[src/rtl/gut_pkg.sv]
// gut_pkg: shared types and constants of the gps/unix time converter
// transaction payload structs, field widths, codes and conversion constants
// no dependencies
package gut_pkg;

    localparam int FUNC_W   = 1;
    localparam int UNIT_W   = 1;
    localparam int WEEK_W   = 18;
    localparam int TOW_W    = 30;
    localparam int UMS_W    = 47;
    localparam int UMS_O_W  = 49;
    localparam int WEEK_O_W = 20;

    localparam int EPOCH_W  = 40;
    localparam int LEAP_W   = 8;
    localparam int CFG_W    = 40;
    localparam int CFG_IDX_W = 1;

    localparam logic [CFG_IDX_W-1:0] CFG_EPOCH = 1'b0;
    localparam logic [CFG_IDX_W-1:0] CFG_LEAP  = 1'b1;

    localparam logic FUNC_TO_UNIX = 1'b0;
    localparam logic FUNC_TO_GPS  = 1'b1;
    localparam logic UNIT_SEC     = 1'b0;
    localparam logic UNIT_MS      = 1'b1;

    localparam logic [EPOCH_W-1:0] EPOCH_RST = 40'd315964800;
    localparam logic [LEAP_W-1:0]  LEAP_RST  = 8'd18;

    localparam logic [9:0]  MS_PER_SEC   = 10'd1000;
    localparam logic [19:0] SEC_PER_WEEK = 20'd604800;
    localparam logic [29:0] MS_PER_WEEK  = 30'd604800000;

    // unix ms / 1000: split at bit 24, then reciprocal multiply of the folded low part
    localparam int MS_REM_W  = 10;
    localparam int SECS_W    = 38;
    localparam int MS_LO_W   = 24;
    localparam int MS_HI_W   = UMS_W - MS_LO_W;
    localparam int MS_Y_W    = 31;
    localparam int MS_PRE_SH = 3;
    localparam int MS_RCP_SH = 35;
    localparam int MS_RCP_W  = 29;
    localparam int MS_P_W    = MS_Y_W - MS_PRE_SH + MS_RCP_W;
    localparam int MS_Q2_W   = MS_P_W - MS_RCP_SH;
    localparam logic [14:0] MS_HI_Q = 15'((64'd1 << MS_LO_W) / 64'(MS_PER_SEC));
    localparam logic [7:0]  MS_HI_R = 8'((64'd1 << MS_LO_W) % 64'(MS_PER_SEC));
    localparam logic [MS_RCP_W-1:0] MS_RCP =
        MS_RCP_W'((64'd1 << MS_RCP_SH) / (64'(MS_PER_SEC) >> MS_PRE_SH) + 64'd1);

    // week divider works on seconds biased to stay non-negative
    localparam int WK_REM_W       = 20;
    localparam int GPS_S_W        = 43;
    localparam int WEEK_BIAS_LOG2 = 22;
    localparam logic [GPS_S_W-1:0] WEEK_BIAS =
        GPS_S_W'(64'd604800 << WEEK_BIAS_LOG2);

    // 604800 = 128 * 4725: drop the low 7 bits, split at bit 18, reciprocal multiply
    localparam int WK_PRE_SH = 7;
    localparam int WK_ODD_W  = 13;
    localparam logic [WK_ODD_W-1:0] WK_ODD = WK_ODD_W'(SEC_PER_WEEK >> WK_PRE_SH);
    localparam int WK_U_W    = GPS_S_W - WK_PRE_SH;
    localparam int WK_LO_W   = 18;
    localparam int WK_HI_W   = WK_U_W - WK_LO_W;
    localparam int WK_V_W    = 30;
    localparam int WK_RCP_SH = 43;
    localparam int WK_RCP_W  = 31;
    localparam int WK_P_W    = WK_V_W + WK_RCP_W;
    localparam int WK_Q2_W   = WK_P_W - WK_RCP_SH;
    localparam int WK_QUO_W  = 24;
    localparam logic [5:0]  WK_HI_Q = 6'((64'd1 << WK_LO_W) / 64'(WK_ODD));
    localparam logic [11:0] WK_HI_R = 12'((64'd1 << WK_LO_W) % 64'(WK_ODD));
    localparam logic [WK_RCP_W-1:0] WK_RCP =
        WK_RCP_W'((64'd1 << WK_RCP_SH) / 64'(WK_ODD) + 64'd1);

    typedef struct packed {
        logic              func;
        logic              time_unit;
        logic [WEEK_W-1:0] gps_week;
        logic [TOW_W-1:0]  time_in_week;
        logic [UMS_W-1:0]  unix_ms;
    } t_in;

    typedef struct packed {
        logic signed [UMS_O_W-1:0]  unix_ms_out;
        logic signed [WEEK_O_W-1:0] gps_week_out;
        logic        [TOW_W-1:0]    time_in_week_out;
    } t_out;

    // fields that ride along the divider pipelines
    typedef struct packed {
        logic                func;
        logic                time_unit;
        logic [WEEK_W-1:0]   gps_week;
        logic [TOW_W-1:0]    time_in_week;
        logic [MS_REM_W-1:0] rem_ms;
    } t_side;

endpackage

[src/rtl/gut_week_div.sv]
// gut_week_div: three-stage divider of biased gps seconds by 604800 by reciprocal multiplication
// gives the biased week count and the second of week, carries side fields along
// depends on gut_pkg
module gut_week_div (
    input  logic                          i_clk,
    input  logic                          i_rst_n,
    input  logic                          i_vld,
    input  logic [gut_pkg::GPS_S_W-1:0]   i_dvd,
    input  gut_pkg::t_side                i_side,
    output logic                          o_vld,
    output logic [gut_pkg::WK_QUO_W-1:0]  o_quo,
    output logic [gut_pkg::WK_REM_W-1:0]  o_rem,
    output gut_pkg::t_side                o_side
);
    import gut_pkg::*;

    logic                 r_s1_vld;
    logic [WK_QUO_W-1:0]  r_s1_qa;
    logic [WK_V_W-1:0]    r_s1_v;
    logic [WK_PRE_SH-1:0] r_s1_lo;
    t_side                r_s1_side;

    logic                 r_s2_vld;
    logic [WK_QUO_W-1:0]  r_s2_qa;
    logic [WK_V_W-1:0]    r_s2_v;
    logic [WK_Q2_W-1:0]   r_s2_q2;
    logic [WK_PRE_SH-1:0] r_s2_lo;
    t_side                r_s2_side;

    logic                 r_s3_vld;
    logic [WK_QUO_W-1:0]  r_s3_quo;
    logic [WK_REM_W-1:0]  r_s3_rem;
    t_side                r_s3_side;

    logic [WK_HI_W-1:0]   n_hi;
    logic [WK_LO_W-1:0]   n_lo;
    logic [WK_QUO_W-1:0]  n_qa;
    logic [WK_V_W-1:0]    n_v;
    logic [WK_P_W-1:0]    n_prod;
    logic [WK_V_W-1:0]    n_rfull;
    logic [WK_QUO_W-1:0]  n_quo;

    // u = seconds / 128 = hi * 2^18 + lo, folded to v = hi * (2^18 mod 4725) + lo
    always_comb begin
        n_hi    = i_dvd[GPS_S_W-1:WK_PRE_SH+WK_LO_W];
        n_lo    = i_dvd[WK_PRE_SH+WK_LO_W-1:WK_PRE_SH];
        n_qa    = WK_QUO_W'(n_hi) * WK_QUO_W'(WK_HI_Q);
        n_v     = WK_V_W'(n_hi) * WK_V_W'(WK_HI_R) + WK_V_W'(n_lo);
        n_prod  = WK_P_W'(r_s1_v) * WK_P_W'(WK_RCP);
        n_rfull = r_s2_v - WK_V_W'(r_s2_q2) * WK_V_W'(WK_ODD);
        n_quo   = r_s2_qa + WK_QUO_W'(r_s2_q2);
    end

    always_ff @(posedge i_clk) begin
        if (!i_rst_n) begin
            r_s1_vld <= 1'b0;
            r_s2_vld <= 1'b0;
            r_s3_vld <= 1'b0;
        end else begin
            r_s1_vld <= i_vld;
            r_s2_vld <= r_s1_vld;
            r_s3_vld <= r_s2_vld;
        end
    end

    always_ff @(posedge i_clk) begin
        r_s1_qa   <= n_qa;
        r_s1_v    <= n_v;
        r_s1_lo   <= i_dvd[WK_PRE_SH-1:0];
        r_s1_side <= i_side;
        r_s2_qa   <= r_s1_qa;
        r_s2_v    <= r_s1_v;
        r_s2_q2   <= n_prod[WK_P_W-1:WK_RCP_SH];
        r_s2_lo   <= r_s1_lo;
        r_s2_side <= r_s1_side;
        r_s3_quo  <= n_quo;
        r_s3_rem  <= {n_rfull[WK_ODD_W-1:0], r_s2_lo};
        r_s3_side <= r_s2_side;
    end

    assign o_vld  = r_s3_vld;
    assign o_quo  = r_s3_quo;
    assign o_rem  = r_s3_rem;
    assign o_side = r_s3_side;

endmodule

[config.mk]
export PLATFORM = sky130hd
export DESIGN_NAME = gut_week_div
export DESIGN_NICKNAME = d
export VERILOG_FILES = /design/src/rtl/gut_pkg.sv /design/src/rtl/gut_week_div.sv
export SDC_FILE = /design/constraint.sdc
export NUM_CORES = 2
export LEC_CHECK = 0
export BUFFER_PORTS_ARGS = -buffer_cell sky130_fd_sc_hd__buf_2
export CAP_MARGIN = 10
export CORE_MARGIN = 3
export CORE_UTILIZATION = 50
export DETAILED_ROUTE_END_ITERATION = 8
export HOLD_SLACK_MARGIN = 0.06
export PLACE_DENSITY = 0.67
export SLEW_MARGIN = 40
export SYNTH_ARGS = -nofsm -noshare
export SYNTH_HDL_FRONTEND = slang
export SYNTH_SLANG_ARGS = --single-unit
export TNS_END_PERCENT = 1
[constraint.sdc]
create_clock -name i_clk -period 8.9 [get_ports i_clk]
set_clock_uncertainty 0.05 [all_clocks]
set_input_delay 1.78 -clock i_clk [delete_from_list [all_inputs] [get_ports i_clk]]
set_output_delay 1.78 -clock i_clk [all_outputs]
set_load 0.01 [all_outputs]
* Word-level counts from Yosys, hierarchy flattened *
Index checks and enable logic that the tools add are counted.

storage, ports and cells
  bits of input ports = 106
  register bits after elaboration = 350
  output and inout bits = 105
  word-level logic and storage cells = 34

cells by class
  multipliers = 4
  $add $sub $neg = 3

operators by type and width
  cell                      count
  $mul A30 B31 Y61 const B  1
  $add A30 B18 Y30          1
  $mul A18 B12 Y30 const B  1
  $add A24 B18 Y24          1
  $mul A18 B6 Y24 const B   1
  $mul A18 B13 Y13 const B  1
  $sub A13 B13 Y13          1

* Logic depth before layout (Yosys ltp) *
  word-level depth = 2
  gate-level depth with buffers = 25
  depth with buffers taken out = 25

* Worst setup path after synthesis *
Ideal clock, no wire load.

  kind = reg2reg
  from = register r_s1_v[9]
  to = register r_s2_q2[17]
  slack = 1.893 ns
  data required time = 8.778 ns
  arrival time = 6.885 ns
  stages on the path, launching flop included = 26
  setup time = 0.072 ns
  buffers on the path = 0
  cell sequence = dfxtp_1 -> fa_1 -> inv_1 -> fa_1 -> inv_1 -> fa_1 -> inv_1 -> fa_1 -> inv_1 -> fa_1 -> fa_1 -> fa_1 -> inv_1 -> fa_1 -> inv_1 -> ha_1 -> a21oi_1 -> o21ai_0 -> and2_1 -> o211ai_1 -> a31oi_1 -> o41a_1 -> a31oi_1 -> o21ai_0 -> o41ai_1 -> xnor2_1

on the way
  word-level cells in the longest chain between the ends = 1

ends and longest elaborated chain
  item                      line                RTL
  start: declaration        gut_week_div.sv:19  logic [WK_V_W-1:0] r_s1_v;
  start signal: assignment  gut_week_div.sv:68  r_s1_v <= n_v;
  $mul A30 B31 Y61          gut_week_div.sv:49  n_prod = WK_P_W'(r_s1_v) * WK_P_W'(WK_RCP);
  named net n_prod[60]      gut_week_div.sv:39  logic [WK_P_W-1:0] n_prod;
  end signal: assignment    gut_week_div.sv:73  r_s2_q2 <= n_prod[WK_P_W-1:WK_RCP_SH];
  end: declaration          gut_week_div.sv:26  logic [WK_Q2_W-1:0] r_s2_q2;

The timed path passes the listed nets, and every way through them passes these cells.
A chain may end at the register's enable or synchronous reset.

* Worst setup path after layout *
  from = register r_s1_v[7]
  to = register r_s2_q2[17]

The elaborated chain is that of the path after synthesis.

==> flow_metrics.tcl <==
set metrics [dict create \
    status "complete, no violations" \
    syn-cell-area_mm2 0.0319 \
    layout_commonest_cell "inv_1" \
    worst_slack_ns 0.563 \
    place_congestion 0.975 \
    max-slew-margin-rel 0.479 \
    coreArea_mm2 0.0631 \
    layout_common_cells "inv_1 (842), fa_1 (585), ha_1 (523)" \
    clock_latency_ns 0.57 \
    rsz0062_at_grt "no" \
    slew_viol_final 0 \
    hold_class "register to register" \
    area_delta_synth_final_pct 11.2 \
    ios 211 \
    crit_type "register to register" \
    cts_tree "yes" \
    fillers 5423 \
    antenna_found_initial 2 \
    port_buffers 210 \
    fmax_ghz 0.120 \
    synth_warnings 0 \
    nets 4312 \
    setup-violations-final 0 \
    grt_usage 0.253 \
    tightest_slew_ns 0.773 \
    rows 92 \
    cts_buffer_depth 3 \
    place_ws_ns 0.554 \
    fin_crit_ns 8.34 \
    first_pass_iters 5 \
    required_ns 9.35 \
    synthArstFlopShare 0 \
    cts_buffers 38 \
    grt_pass1_wl_um 128000 \
    fin_hold_ws_ns 0.261 \
    start_kind "register" \
    grt_max_degree 17 \
    fp.dieH_um 259 \
    synth_edf_count 0 \
    ys_seq_area_frac 0.219 \
    cts_htree_levels 2 \
    arrival_ns 8.79 \
    ys_types 61 \
    maxCapViolCount 0 \
    syn_inst 2844 \
    cts_hold_repair.buffers 0 \
    via_count 19805 \
    grt_pass1_vias 22250 \
    drc_errors 0 \
    synth_area_per_cell_um2 11.2 \
    wl_per_cell_um 20.4 \
    routed_wirelength_um 81100 \
    dieArea_mm2 0.0669 \
    antenna_cells 0 \
    layout-drive-gt1-share 0.0991 \
    path_max_fanout 6 \
    ys.flop_type "dfxtp_1" \
    dp_hpwl_um 72300 \
    numClockSinks 350 \
    hold_viol_final 0 \
    synth_fp_nets 4058 \
    ys_ff_latch 350 \
    first_iter_violations 804 \
    clockRootBuffer "clkbuf_16" \
    cts_resized 0 \
    dieWidth_um 259 \
    grt.overflow.total 0 \
    min_period_over_period 0.937 \
    viasPerCell 4.98 \
    postCtsSetupBuffers 0 \
    end_kind "register" \
    clkTransAtPathRegs_ns 0.07 \
    post-route-util 0.563 \
    antenna_left 0 \
    initial_core_util 0.506 \
]
[final timing paths]
check / from / endpoint / slack [ns] / depth (start not counted)
hold reg to reg: r_s2_side[37] / o_side[37] / 0.26 / 0
setup / recovery: r_s1_v[7] / r_s2_q2[17] / 0.56 / 23
hold / removal: r_s2_side[37] / o_side[37] / 0.26 / 0
setup reg to reg: r_s1_v[7] / r_s2_q2[17] / 0.56 / 23
[area by class of cell]
cell class	instances	area [um^2]	area share
Inverter	842	3160	0.0890
Clock inverter	25	395	0.0111
Tap cell	846	1060	0.0298
Multi-Input combinational cell	1649	21800	0.613
Clock buffer	44	1010	0.0285
Timing Repair Buffer	217	1100	0.0310
Sequential cell	350	7010	0.197
[cells in the mapped netlist (2+ instances only)]
library cell / count / area share
inv_1: 842 / 0.099
fa_1: 585 / 0.37
ha_1: 523 / 0.20
dfxtp_1: 350 / 0.22
a21oi_1: 86 / 0.013
xnor2_1: 83 / 0.023
nand2_1: 41 / 0.0048
nor2_1: 40 / 0.0047
o21ai_0: 40 / 0.0063
a21o_1: 36 / 0.0085
xor2_1: 34 / 0.0093
nand3_1: 21 / 0.0033
nor3_1: 19 / 0.0030
nand2b_1: 16 / 0.0031
o21bai_1: 12 / 0.0028
nand4_1: 8 / 0.0016
a31o_2: 7 / 0.0019
and2_1: 7 / 0.0014
and3_1: 7 / 0.0014
nor2b_1: 7 / 0.0014
a31oi_1: 6 / 0.0012
or3_1: 6 / 0.0012
a2111oi_0: 5 / 0.0014
a211oi_1: 5 / 0.0012
a41oi_1: 5 / 0.0014
or2_2: 5 / 0.00098
o21a_1: 4 / 0.00094
and4_1: 3 / 0.00082
clkbuf_1: 3 / 0.00035
o41ai_1: 3 / 0.00082
a21boi_0: 2 / 0.00047
and3_2: 2 / 0.00047
o211ai_1: 2 / 0.00047
o22ai_1: 2 / 0.00039
[routing by layer]
| layer | wire length (um) | share of wire | vias up | GRT usage |
|---|---|---|---|---|
| met2 | 38800 | 0.48 | 517 | 0.424 |
| met3 | 5020 | 0.062 | 133 | 0.0501 |
| met4 | 3060 | 0.038 | 0 | 0.0864 |
| li1 | - | - | 9182 | - |
| met5 | 0 | 0 | - | 0 |
| met1 | 34200 | 0.42 | 9973 | 0.330 |
[worst max-delay path: stages, from the launching register on]
cell and delay (ns):
dfxtp_1 0.53, inv_1 0.18, fa_1 0.54, inv_1 0.14, fa_1 0.57, xor2_1 0.19, ha_1 0.33, fa_1 0.57
fa_1 0.48, fa_1 0.52, fa_1 0.49, inv_1 0.05, fa_1 0.50, inv_1 0.05, ha_1 0.30, a21oi_1 0.15
o21ai_0 0.20, o21ai_0 0.68, a211oi_1 0.16, o41a_1 0.43, a31oi_1 0.42, o21ai_0 0.22, o41ai_1 0.35, xnor2_1 0.16
[state kept, by name, indices dropped and copies added, names as in the netlist, 7 cells and up]
| name | flops |
|---|---|
| o_side | 60 |
| r_s1_side | 60 |
| r_s2_side | 60 |
| r_s1_v | 30 |
| o_quo | 24 |
| r_s1_qa | 24 |
| r_s2_qa | 24 |
| o_rem | 20 |
| r_s2_q2 | 18 |
| r_s2_v | 13 |
| r_s1_lo | 7 |
| r_s2_lo | 7 |
[metrics by stage]
step                      instances  area [um^2]  TNS (ns)
after CTS                      3973        35500         0
after global routing           3973        35500         0
after detailed placement       3904        34100         0
after floorplan                2844        31900         0
final                          3973        35500         0
after global placement         3903        34100     -1.31
[logic make-up after synthesis]
kind of cell / share of synthesized area
compound gates: 0.0472
fa+ha+maj: 0.572
mux: 0.000666
simple gates: 0.0299
xor+xnor: 0.0321
flops: 0.219
buf+inv: 0.0993
Power is left out: the tool's default activity adds up to more than one toggle a clock period on the data nets, which glitch-free logic cannot reach.
