### config.mk
export PLATFORM = sky130hd
export DESIGN_NAME = gut_result
export DESIGN_NICKNAME = d
export VERILOG_FILES = /design/src/rtl/gut_pkg.sv /design/src/rtl/gut_result.sv
export SDC_FILE = /design/constraint.sdc
export NUM_CORES = 2
export LEC_CHECK = 0
export BUFFER_PORTS_ARGS = -buffer_cell sky130_fd_sc_hd__buf_2
export CORE_ASPECT_RATIO = 0.6
export CORE_MARGIN = 5
export CORE_UTILIZATION = 57
export DETAILED_ROUTE_END_ITERATION = 8
export HOLD_SLACK_MARGIN = 0.12
export PLACE_DENSITY = 0.79
export SYNTH_ARGS = -nofsm -noshare
export SYNTH_HDL_FRONTEND = slang
export SYNTH_SLANG_ARGS = --single-unit
### constraint.sdc
create_clock -name i_clk -period 5.12 [get_ports i_clk]
set_clock_uncertainty 0.1 [all_clocks]
set_input_delay 0.768 -clock i_clk [delete_from_list [all_inputs] [get_ports i_clk]]
set_output_delay 0.768 -clock i_clk [all_outputs]
set_load 0.02 [all_outputs]
### src/rtl/gut_pkg.sv
// gut_pkg: shared types and constants of the gps/unix time converter
// transaction payload structs, field widths, codes and conversion constants
// no dependencies
package gut_pkg;

    localparam int FUNC_W   = 1;
    localparam int UNIT_W   = 1;
    localparam int WEEK_W   = 18;
    localparam int TOW_W    = 30;
    localparam int UMS_W    = 47;
    localparam int UMS_O_W  = 49;
    localparam int WEEK_O_W = 20;

    localparam int EPOCH_W  = 40;
    localparam int LEAP_W   = 8;
    localparam int CFG_W    = 40;
    localparam int CFG_IDX_W = 1;

    localparam logic [CFG_IDX_W-1:0] CFG_EPOCH = 1'b0;
    localparam logic [CFG_IDX_W-1:0] CFG_LEAP  = 1'b1;

    localparam logic FUNC_TO_UNIX = 1'b0;
    localparam logic FUNC_TO_GPS  = 1'b1;
    localparam logic UNIT_SEC     = 1'b0;
    localparam logic UNIT_MS      = 1'b1;

    localparam logic [EPOCH_W-1:0] EPOCH_RST = 40'd315964800;
    localparam logic [LEAP_W-1:0]  LEAP_RST  = 8'd18;

    localparam logic [9:0]  MS_PER_SEC   = 10'd1000;
    localparam logic [19:0] SEC_PER_WEEK = 20'd604800;
    localparam logic [29:0] MS_PER_WEEK  = 30'd604800000;

    // unix ms / 1000: split at bit 24, then reciprocal multiply of the folded low part
    localparam int MS_REM_W  = 10;
    localparam int SECS_W    = 38;
    localparam int MS_LO_W   = 24;
    localparam int MS_HI_W   = UMS_W - MS_LO_W;
    localparam int MS_Y_W    = 31;
    localparam int MS_PRE_SH = 3;
    localparam int MS_RCP_SH = 35;
    localparam int MS_RCP_W  = 29;
    localparam int MS_P_W    = MS_Y_W - MS_PRE_SH + MS_RCP_W;
    localparam int MS_Q2_W   = MS_P_W - MS_RCP_SH;
    localparam logic [14:0] MS_HI_Q = 15'((64'd1 << MS_LO_W) / 64'(MS_PER_SEC));
    localparam logic [7:0]  MS_HI_R = 8'((64'd1 << MS_LO_W) % 64'(MS_PER_SEC));
    localparam logic [MS_RCP_W-1:0] MS_RCP =
        MS_RCP_W'((64'd1 << MS_RCP_SH) / (64'(MS_PER_SEC) >> MS_PRE_SH) + 64'd1);

    // week divider works on seconds biased to stay non-negative
    localparam int WK_REM_W       = 20;
    localparam int GPS_S_W        = 43;
    localparam int WEEK_BIAS_LOG2 = 22;
    localparam logic [GPS_S_W-1:0] WEEK_BIAS =
        GPS_S_W'(64'd604800 << WEEK_BIAS_LOG2);

    // 604800 = 128 * 4725: drop the low 7 bits, split at bit 18, reciprocal multiply
    localparam int WK_PRE_SH = 7;
    localparam int WK_ODD_W  = 13;
    localparam logic [WK_ODD_W-1:0] WK_ODD = WK_ODD_W'(SEC_PER_WEEK >> WK_PRE_SH);
    localparam int WK_U_W    = GPS_S_W - WK_PRE_SH;
    localparam int WK_LO_W   = 18;
    localparam int WK_HI_W   = WK_U_W - WK_LO_W;
    localparam int WK_V_W    = 30;
    localparam int WK_RCP_SH = 43;
    localparam int WK_RCP_W  = 31;
    localparam int WK_P_W    = WK_V_W + WK_RCP_W;
    localparam int WK_Q2_W   = WK_P_W - WK_RCP_SH;
    localparam int WK_QUO_W  = 24;
    localparam logic [5:0]  WK_HI_Q = 6'((64'd1 << WK_LO_W) / 64'(WK_ODD));
    localparam logic [11:0] WK_HI_R = 12'((64'd1 << WK_LO_W) % 64'(WK_ODD));
    localparam logic [WK_RCP_W-1:0] WK_RCP =
        WK_RCP_W'((64'd1 << WK_RCP_SH) / 64'(WK_ODD) + 64'd1);

    typedef struct packed {
        logic              func;
        logic              time_unit;
        logic [WEEK_W-1:0] gps_week;
        logic [TOW_W-1:0]  time_in_week;
        logic [UMS_W-1:0]  unix_ms;
    } t_in;

    typedef struct packed {
        logic signed [UMS_O_W-1:0]  unix_ms_out;
        logic signed [WEEK_O_W-1:0] gps_week_out;
        logic        [TOW_W-1:0]    time_in_week_out;
    } t_out;

    // fields that ride along the divider pipelines
    typedef struct packed {
        logic                func;
        logic                time_unit;
        logic [WEEK_W-1:0]   gps_week;
        logic [TOW_W-1:0]    time_in_week;
        logic [MS_REM_W-1:0] rem_ms;
    } t_side;

endpackage

### src/rtl/gut_result.sv
// gut_result: two-stage result builder
// forward sum of scaled epoch, week and time of week less leap seconds; reverse time of week
// depends on gut_pkg
module gut_result (
    input  logic                          i_clk,
    input  logic                          i_rst_n,
    input  logic                          i_vld,
    input  gut_pkg::t_side                i_side,
    input  logic [gut_pkg::WEEK_O_W-1:0]  i_week,
    input  logic [gut_pkg::WK_REM_W-1:0]  i_sow,
    input  logic [gut_pkg::EPOCH_W-1:0]   i_epoch,
    input  logic [gut_pkg::LEAP_W-1:0]    i_leap,
    output logic                          o_strobe,
    output gut_pkg::t_out                 o_out
);
    import gut_pkg::*;

    logic                r_f1_vld;
    logic                r_f1_func;
    logic                r_f1_unit;
    logic [UMS_O_W-1:0]  r_epoch_ms;
    logic [UMS_O_W-1:0]  r_week_ms;
    logic [UMS_O_W-1:0]  r_tow_ms;
    logic [UMS_O_W-1:0]  r_leap_ms;
    logic [WEEK_O_W-1:0] r_week_out;
    logic [WK_REM_W-1:0] r_sow;
    logic [TOW_W-1:0]    r_sow_ms;
    logic [MS_REM_W-1:0] r_rem_ms;

    logic                r_strobe;
    t_out                r_out;

    logic [UMS_O_W-1:0]  n_sum;
    logic [TOW_W-1:0]    n_tow_out;
    t_out                n_out;

    // stage one: constant products
    always_ff @(posedge i_clk) begin
        if (!i_rst_n) begin
            r_f1_vld <= 1'b0;
        end else begin
            r_f1_vld <= i_vld;
        end
    end

    always_ff @(posedge i_clk) begin
        r_f1_func  <= i_side.func;
        r_f1_unit  <= i_side.time_unit;
        r_epoch_ms <= UMS_O_W'(i_epoch) * UMS_O_W'(MS_PER_SEC);
        r_week_ms  <= UMS_O_W'(i_side.gps_week) * UMS_O_W'(MS_PER_WEEK);
        if (i_side.time_unit == UNIT_SEC) begin
            r_tow_ms <= UMS_O_W'(i_side.time_in_week) * UMS_O_W'(MS_PER_SEC);
        end else begin
            r_tow_ms <= UMS_O_W'(i_side.time_in_week);
        end
        r_leap_ms  <= UMS_O_W'(i_leap) * UMS_O_W'(MS_PER_SEC);
        r_week_out <= i_week;
        r_sow      <= i_sow;
        r_sow_ms   <= TOW_W'(i_sow) * TOW_W'(MS_PER_SEC);
        r_rem_ms   <= i_side.rem_ms;
    end

    // stage two: sums and selection
    always_comb begin
        n_sum = r_epoch_ms + r_week_ms + r_tow_ms - r_leap_ms;
        if (r_f1_unit == UNIT_SEC) begin
            n_tow_out = TOW_W'(r_sow);
        end else begin
            n_tow_out = r_sow_ms + TOW_W'(r_rem_ms);
        end
        n_out = '0;
        if (r_f1_func == FUNC_TO_UNIX) begin
            n_out.unix_ms_out = n_sum;
        end else begin
            n_out.gps_week_out     = r_week_out;
            n_out.time_in_week_out = n_tow_out;
        end
    end

    always_ff @(posedge i_clk) begin
        if (!i_rst_n) begin
            r_strobe <= 1'b0;
        end else begin
            r_strobe <= r_f1_vld;
        end
    end

    always_ff @(posedge i_clk) begin
        r_out <= n_out;
    end

    assign o_strobe = r_strobe;
    assign o_out    = r_out;

endmodule

; ---- Word-level counts from Yosys, hierarchy flattened
; Index checks and enable logic that the tools add are counted.
[word_totals]
out_inout_bits = 100
ff_bits = 328
elab_cells = 30
in_bits = 151
[op_classes]
multipliers = 5
addsub = 4
n_reduce_logical = 1
muxes = 2
[op_table]
columns = operator, count
row1 = $add A49 B48 Y49, 1
row2 = $add A49 B49 Y49, 1
row3 = $sub A49 B18 Y49, 1
row4 = $mul A40 B7 Y46 const B, 1
row5 = $mul A18 B20 Y38 const B, 1
row6 = $mul A30 B7 Y37 const B, 1
row7 = $add A30 B10 Y30, 1
row8 = $mux W30, 1
row9 = $mul A20 B7 Y27 const B, 1
row10 = $mux W20, 1
row11 = $mul A8 B7 Y15 const B, 1
row12 = $reduce_and A2 Y1, 1

; ---- Longest topological paths before layout
[logic_depth]
ltp_word = 3
depth_mapped = 21
ltp_nobuf = 20

; ---- Worst setup path before layout
; OpenSTA, ideal clock, no wires.
[synth_timing]
kind = input-to-reg
from = input port i_side[53] (netlist bit)
to = register r_week_ms[44]
required_time_ps = 4914
path_slack_ps = -393
path_buffers = 0
setup_time_ps = 106
arrival_time_ps = 5307
stages = 16
cell_sequence = ha_1 ha_1 fa_1 inv_1 fa_1 fa_1 inv_1 fa_1 ha_1 nand3_1 or3_1 o21ai_1 a21oi_1 a211o_1 a211o_1 o311ai_0
[synth_between]
elab_chain_cells = 1
[synth_lines]
columns = element, line_no
row1 = "start, declared", gut_result.sv:8  ; input gut_pkg::t_side i_side,
row2 = $mul A18 B20 Y38, gut_result.sv:50  ; r_week_ms <= UMS_O_W'(i_side.gps_week) * UMS_O_W'(MS_PER_WEEK);
row3 = "end signal, assigned", gut_result.sv:50
row4 = "end, declared", gut_result.sv:22  ; logic [UMS_O_W-1:0] r_week_ms;
; No other way between the ends.
; A chain may end at the register's enable or synchronous reset.

; ---- Final worst setup path
[layout_timing]
from = input port i_sow[3] (netlist bit)
to = register r_sow_ms[29]
[layout_between]
elab_chain_cells = 1
[layout_lines]
columns = element, line_no
row1 = "start, declared", gut_result.sv:10  ; input logic [gut_pkg::WK_REM_W-1:0] i_sow,
row2 = $mul A20 B7 Y27, gut_result.sv:59  ; r_sow_ms <= TOW_W'(i_sow) * TOW_W'(MS_PER_SEC);
row3 = "end signal, assigned", gut_result.sv:59
row4 = "end, declared", gut_result.sv:27  ; logic [TOW_W-1:0] r_sow_ms;
; No other way between the ends.

==> run metrics <==
share of layout cells above drive strength 1 between 10% and 20%; Yosys reg bits approximately 320; Synthesis Warnings 0; first-pass GRT wire length 136.2 mm; Syn-to-layout area delta 18.90%; number of port buffers 250; RSZ-0062 raised after global routing yes; Vias/cell roughly 5.3; drt total wl 84.64 mm; CP arrival 5.42 ns; slew margin rel. around 17%; setup tns final 0 ns; initial antenna violation count 7; Setup Crit Path Kind input pin to flip-flop; latest clock arrival within the worst-skew pair 0.55 ns; # setup viols final 0; worst-path fanout max 3; status completed; Initial Util ~58%; Tmin final 5.076 ns; clk sinks 317; Synth async-reset ratio 0%; Die Ht 196.8 µm; hold crit path type input pin to flip-flop; CTS tree done; core area 0.05752 mm²; element type at the critical path end flip-flop; die width about 320 µm; post-route ant nets 0; CTS Buffer Depth 3; GPL Wtd Cong 0.9738; Least-Margin Pin Slew ~1.2 ns; Hold-fix buffers, CTS 0; clock-pin slew on the worst setup and hold paths 0.06 ns; H-tree depth 2; syn avg cell area 9.510 µm²; post-synthesis cell type count 75; total number of vias ~26k; largest net degree at the start of global routing 45; number of top-level pins 251; Post-layout nets between 5k and 6k; dpl hpwl 72.01 mm; Seq/Total Area, Yosys 19.14%; DRT Pass-1 Iters 6; EDFF count, synth 0; FP Rows 68; Starting DRT DRC Count 2,232; Final Cycle Share 99.14%; number of CTS-inserted buffers 34; drc violations 0; GR Util All Layers 26.65%; fillcell total roughly 4.4k; DR WL/cell between 15 and 20 µm; final hold vios 0; MaxCap Viol Count 0; max-slew violations 0; GRT overflow 0; mapped cell area 0.03315 mm²; worst endpoint required time ~5.5 ns; post-synth net total 4,599; final core utilization 68.53%; startpoint types input pin; die area between 0.06 and 0.07 mm²; clock root buffer master clkbuf_16; Post-Syn Instances 3,486; vias in the first global route 26.00k; Top FF cell, synth dfxtp_1; f_max 197.0 MHz
[flip-flops by register name, indices dropped and copies added (netlist names), 10 cells and up]
signal      flops
r_week_out     20
o_out          99
r_week_ms      38
r_leap_ms      15
r_sow          20
r_epoch_ms     46
r_sow_ms       25
r_rem_ms       10
r_tow_ms       40
[critical path: stages]
cell	delay, ns
buf_2	0.09
inv_1	0.10
fa_1	0.58
fa_1	0.45
fa_1	0.51
fa_1	0.53
inv_1	0.04
ha_1	0.30
a2111oi_0	0.40
o21ai_1	0.25
a311oi_2	0.27
buf_4	0.19
o21ai_2	0.10
o21ai_1	0.23
o21ai_0	0.17
nor4_1	0.22
a21oi_1	0.10
xnor2_1	0.13
[final cells by class]
cell class | count | area (µm²) | area share, %
clock buffer | 42 | 932.1 | 2.365
inverter | 803 | 3044 | 7.723
timing repair buffer | 611 | 3970 | 10.07
multi-input combinational | 2313 | 23920 | 60.69
antenna | 3 | 7.507 | 0.01905
tap | 770 | 963.4 | 2.444
sequential | 317 | 6350 | 16.11
clock inverter | 18 | 227.7 | 0.5777
[path summary, 6_finish.rpt]
| path | slack, ns | cells past startpoint | to | start |
|---|---|---|---|---|
| setup reg to reg | 0.30 | 14 | o_out[82] | r_epoch_ms[3] |
| hold reg to reg | 0.33 | 1 | o_out[43] | r_week_out[13] |
| hold / removal | 0.23 | 1 | r_week_out[6] | i_week[6] |
| setup / recovery | 0.04 | 18 | r_sow_ms[29] | i_sow[3] |
[cells by family after synthesis]
logic type               synth area share, %
flip-flops                             19.14
buffers and inverters                  9.700
adder cells (fa/ha/maj)                46.29
XOR/XNOR                               4.808
AND/OR/NAND/NOR                        7.450
multiplexers                          0.4529
AO/OA/AOI/OAI                          12.15
[per-stage QoR]
stage | worst slack (ns) | cell area [µm²] | std cells | hold WS, ns
floorplan | 0.001664 | 33400 | 3486 | 0.3118
detailed placement | -0.5786 | 38050 | 4805 | 0.3186
CTS | -0.004835 | 39220 | 4865 | 0.1981
global route | -0.07231 | 39420 | 4877 | 0.2053
global placement | -0.4932 | 38050 | 4805 | 0.3142
finish | 0.04412 | 39420 | 4877 | 0.2281
[per-layer routing]
layer / wire [µm] / track usage (%) / part of all wire (%) / vias to the layer above
li1: - / - / - / 12430
met1: 41610 / 42.16 / 49 / 12320
met2: 33910 / 37.57 / 40 / 961
met3: 7139 / 5.142 / 8.4 / 118
met4: 1962 / 6.331 / 2.3 / 2
met5: 17 / 0 / 0.020 / -
[cells in the final DEF, fill, tap and decap left out, types with 8 or more instances in the layout]
master / Yosys / layout
nand4_1: 28 / 28
fa_1: 441 / 440
a21o_1: 97 / 97
or2_2: 8 / 8
o31ai_1: 11 / 10
clkinvlp_4: 0 / 11
o21ai_1: 11 / 11
inv_1: 802 / 785
o21bai_1: 36 / 36
o211ai_1: 11 / 11
and3_1: 23 / 22
inv_2: 0 / 9
nand3_1: 42 / 41
buf_4: 0 / 362
and2_1: 32 / 32
nand2b_1: 8 / 8
nor2b_1: 24 / 24
a31oi_1: 20 / 18
dfxtp_1: 317 / 316
xor2_1: 54 / 54
or3_1: 12 / 12
mux2_2: 8 / 8
nand2_1: 145 / 145
xnor2_1: 128 / 128
ha_1: 521 / 506
o21ai_0: 132 / 128
nor3_1: 23 / 22
nor2_1: 145 / 145
ha_4: 0 / 15
a211oi_1: 20 / 17
buf_2: 2 / 248
clkbuf_16: 0 / 35
o21a_1: 19 / 19
a21oi_1: 213 / 206
[Yosys cell counts, drive strengths merged (5+ instances only)]
master | number | area [µm²]
ha | 521 | 6519
clkbuf | 49 | 183.9
mux2i | 6 | 60.06
mux2 | 8 | 90.09
inv | 802 | 3010
or2 | 8 | 50.05
nand2b | 8 | 50.05
a21oi | 214 | 1075
fa | 441 | 8828
o2111ai | 5 | 43.79
and2 | 32 | 200.2
xor2 | 54 | 473.0
nand2 | 145 | 544.3
nor2 | 146 | 550.5
dfxtp | 317 | 6346
nand4 | 28 | 175.2
o211ai | 11 | 82.58
a211o | 5 | 43.79
and3 | 23 | 143.9
or3 | 12 | 75.07
a21o | 98 | 737.0
a211oi | 20 | 150.1
nor2b | 24 | 150.1
o31ai | 14 | 120.1
o21ai | 143 | 715.7
nor4 | 7 | 43.79
o21a | 19 | 142.6
a21boi | 8 | 60.06
xnor2 | 128 | 1121
a31oi | 20 | 125.1
nor3 | 23 | 115.1
nand3 | 42 | 210.2
o21bai | 36 | 270.3
[repair_timing]
item                                   in CTS  in global routing
pin swaps                                   3                 33
endpoints found under the hold margin       0                  0
gates resized for setup                     2                 33
buffers inserted                            0                  9
setup endpoints to repair                   3                 23
Power is not shown: default switching activity piles up to over one toggle a cycle in this logic, so the estimate is an artifact.
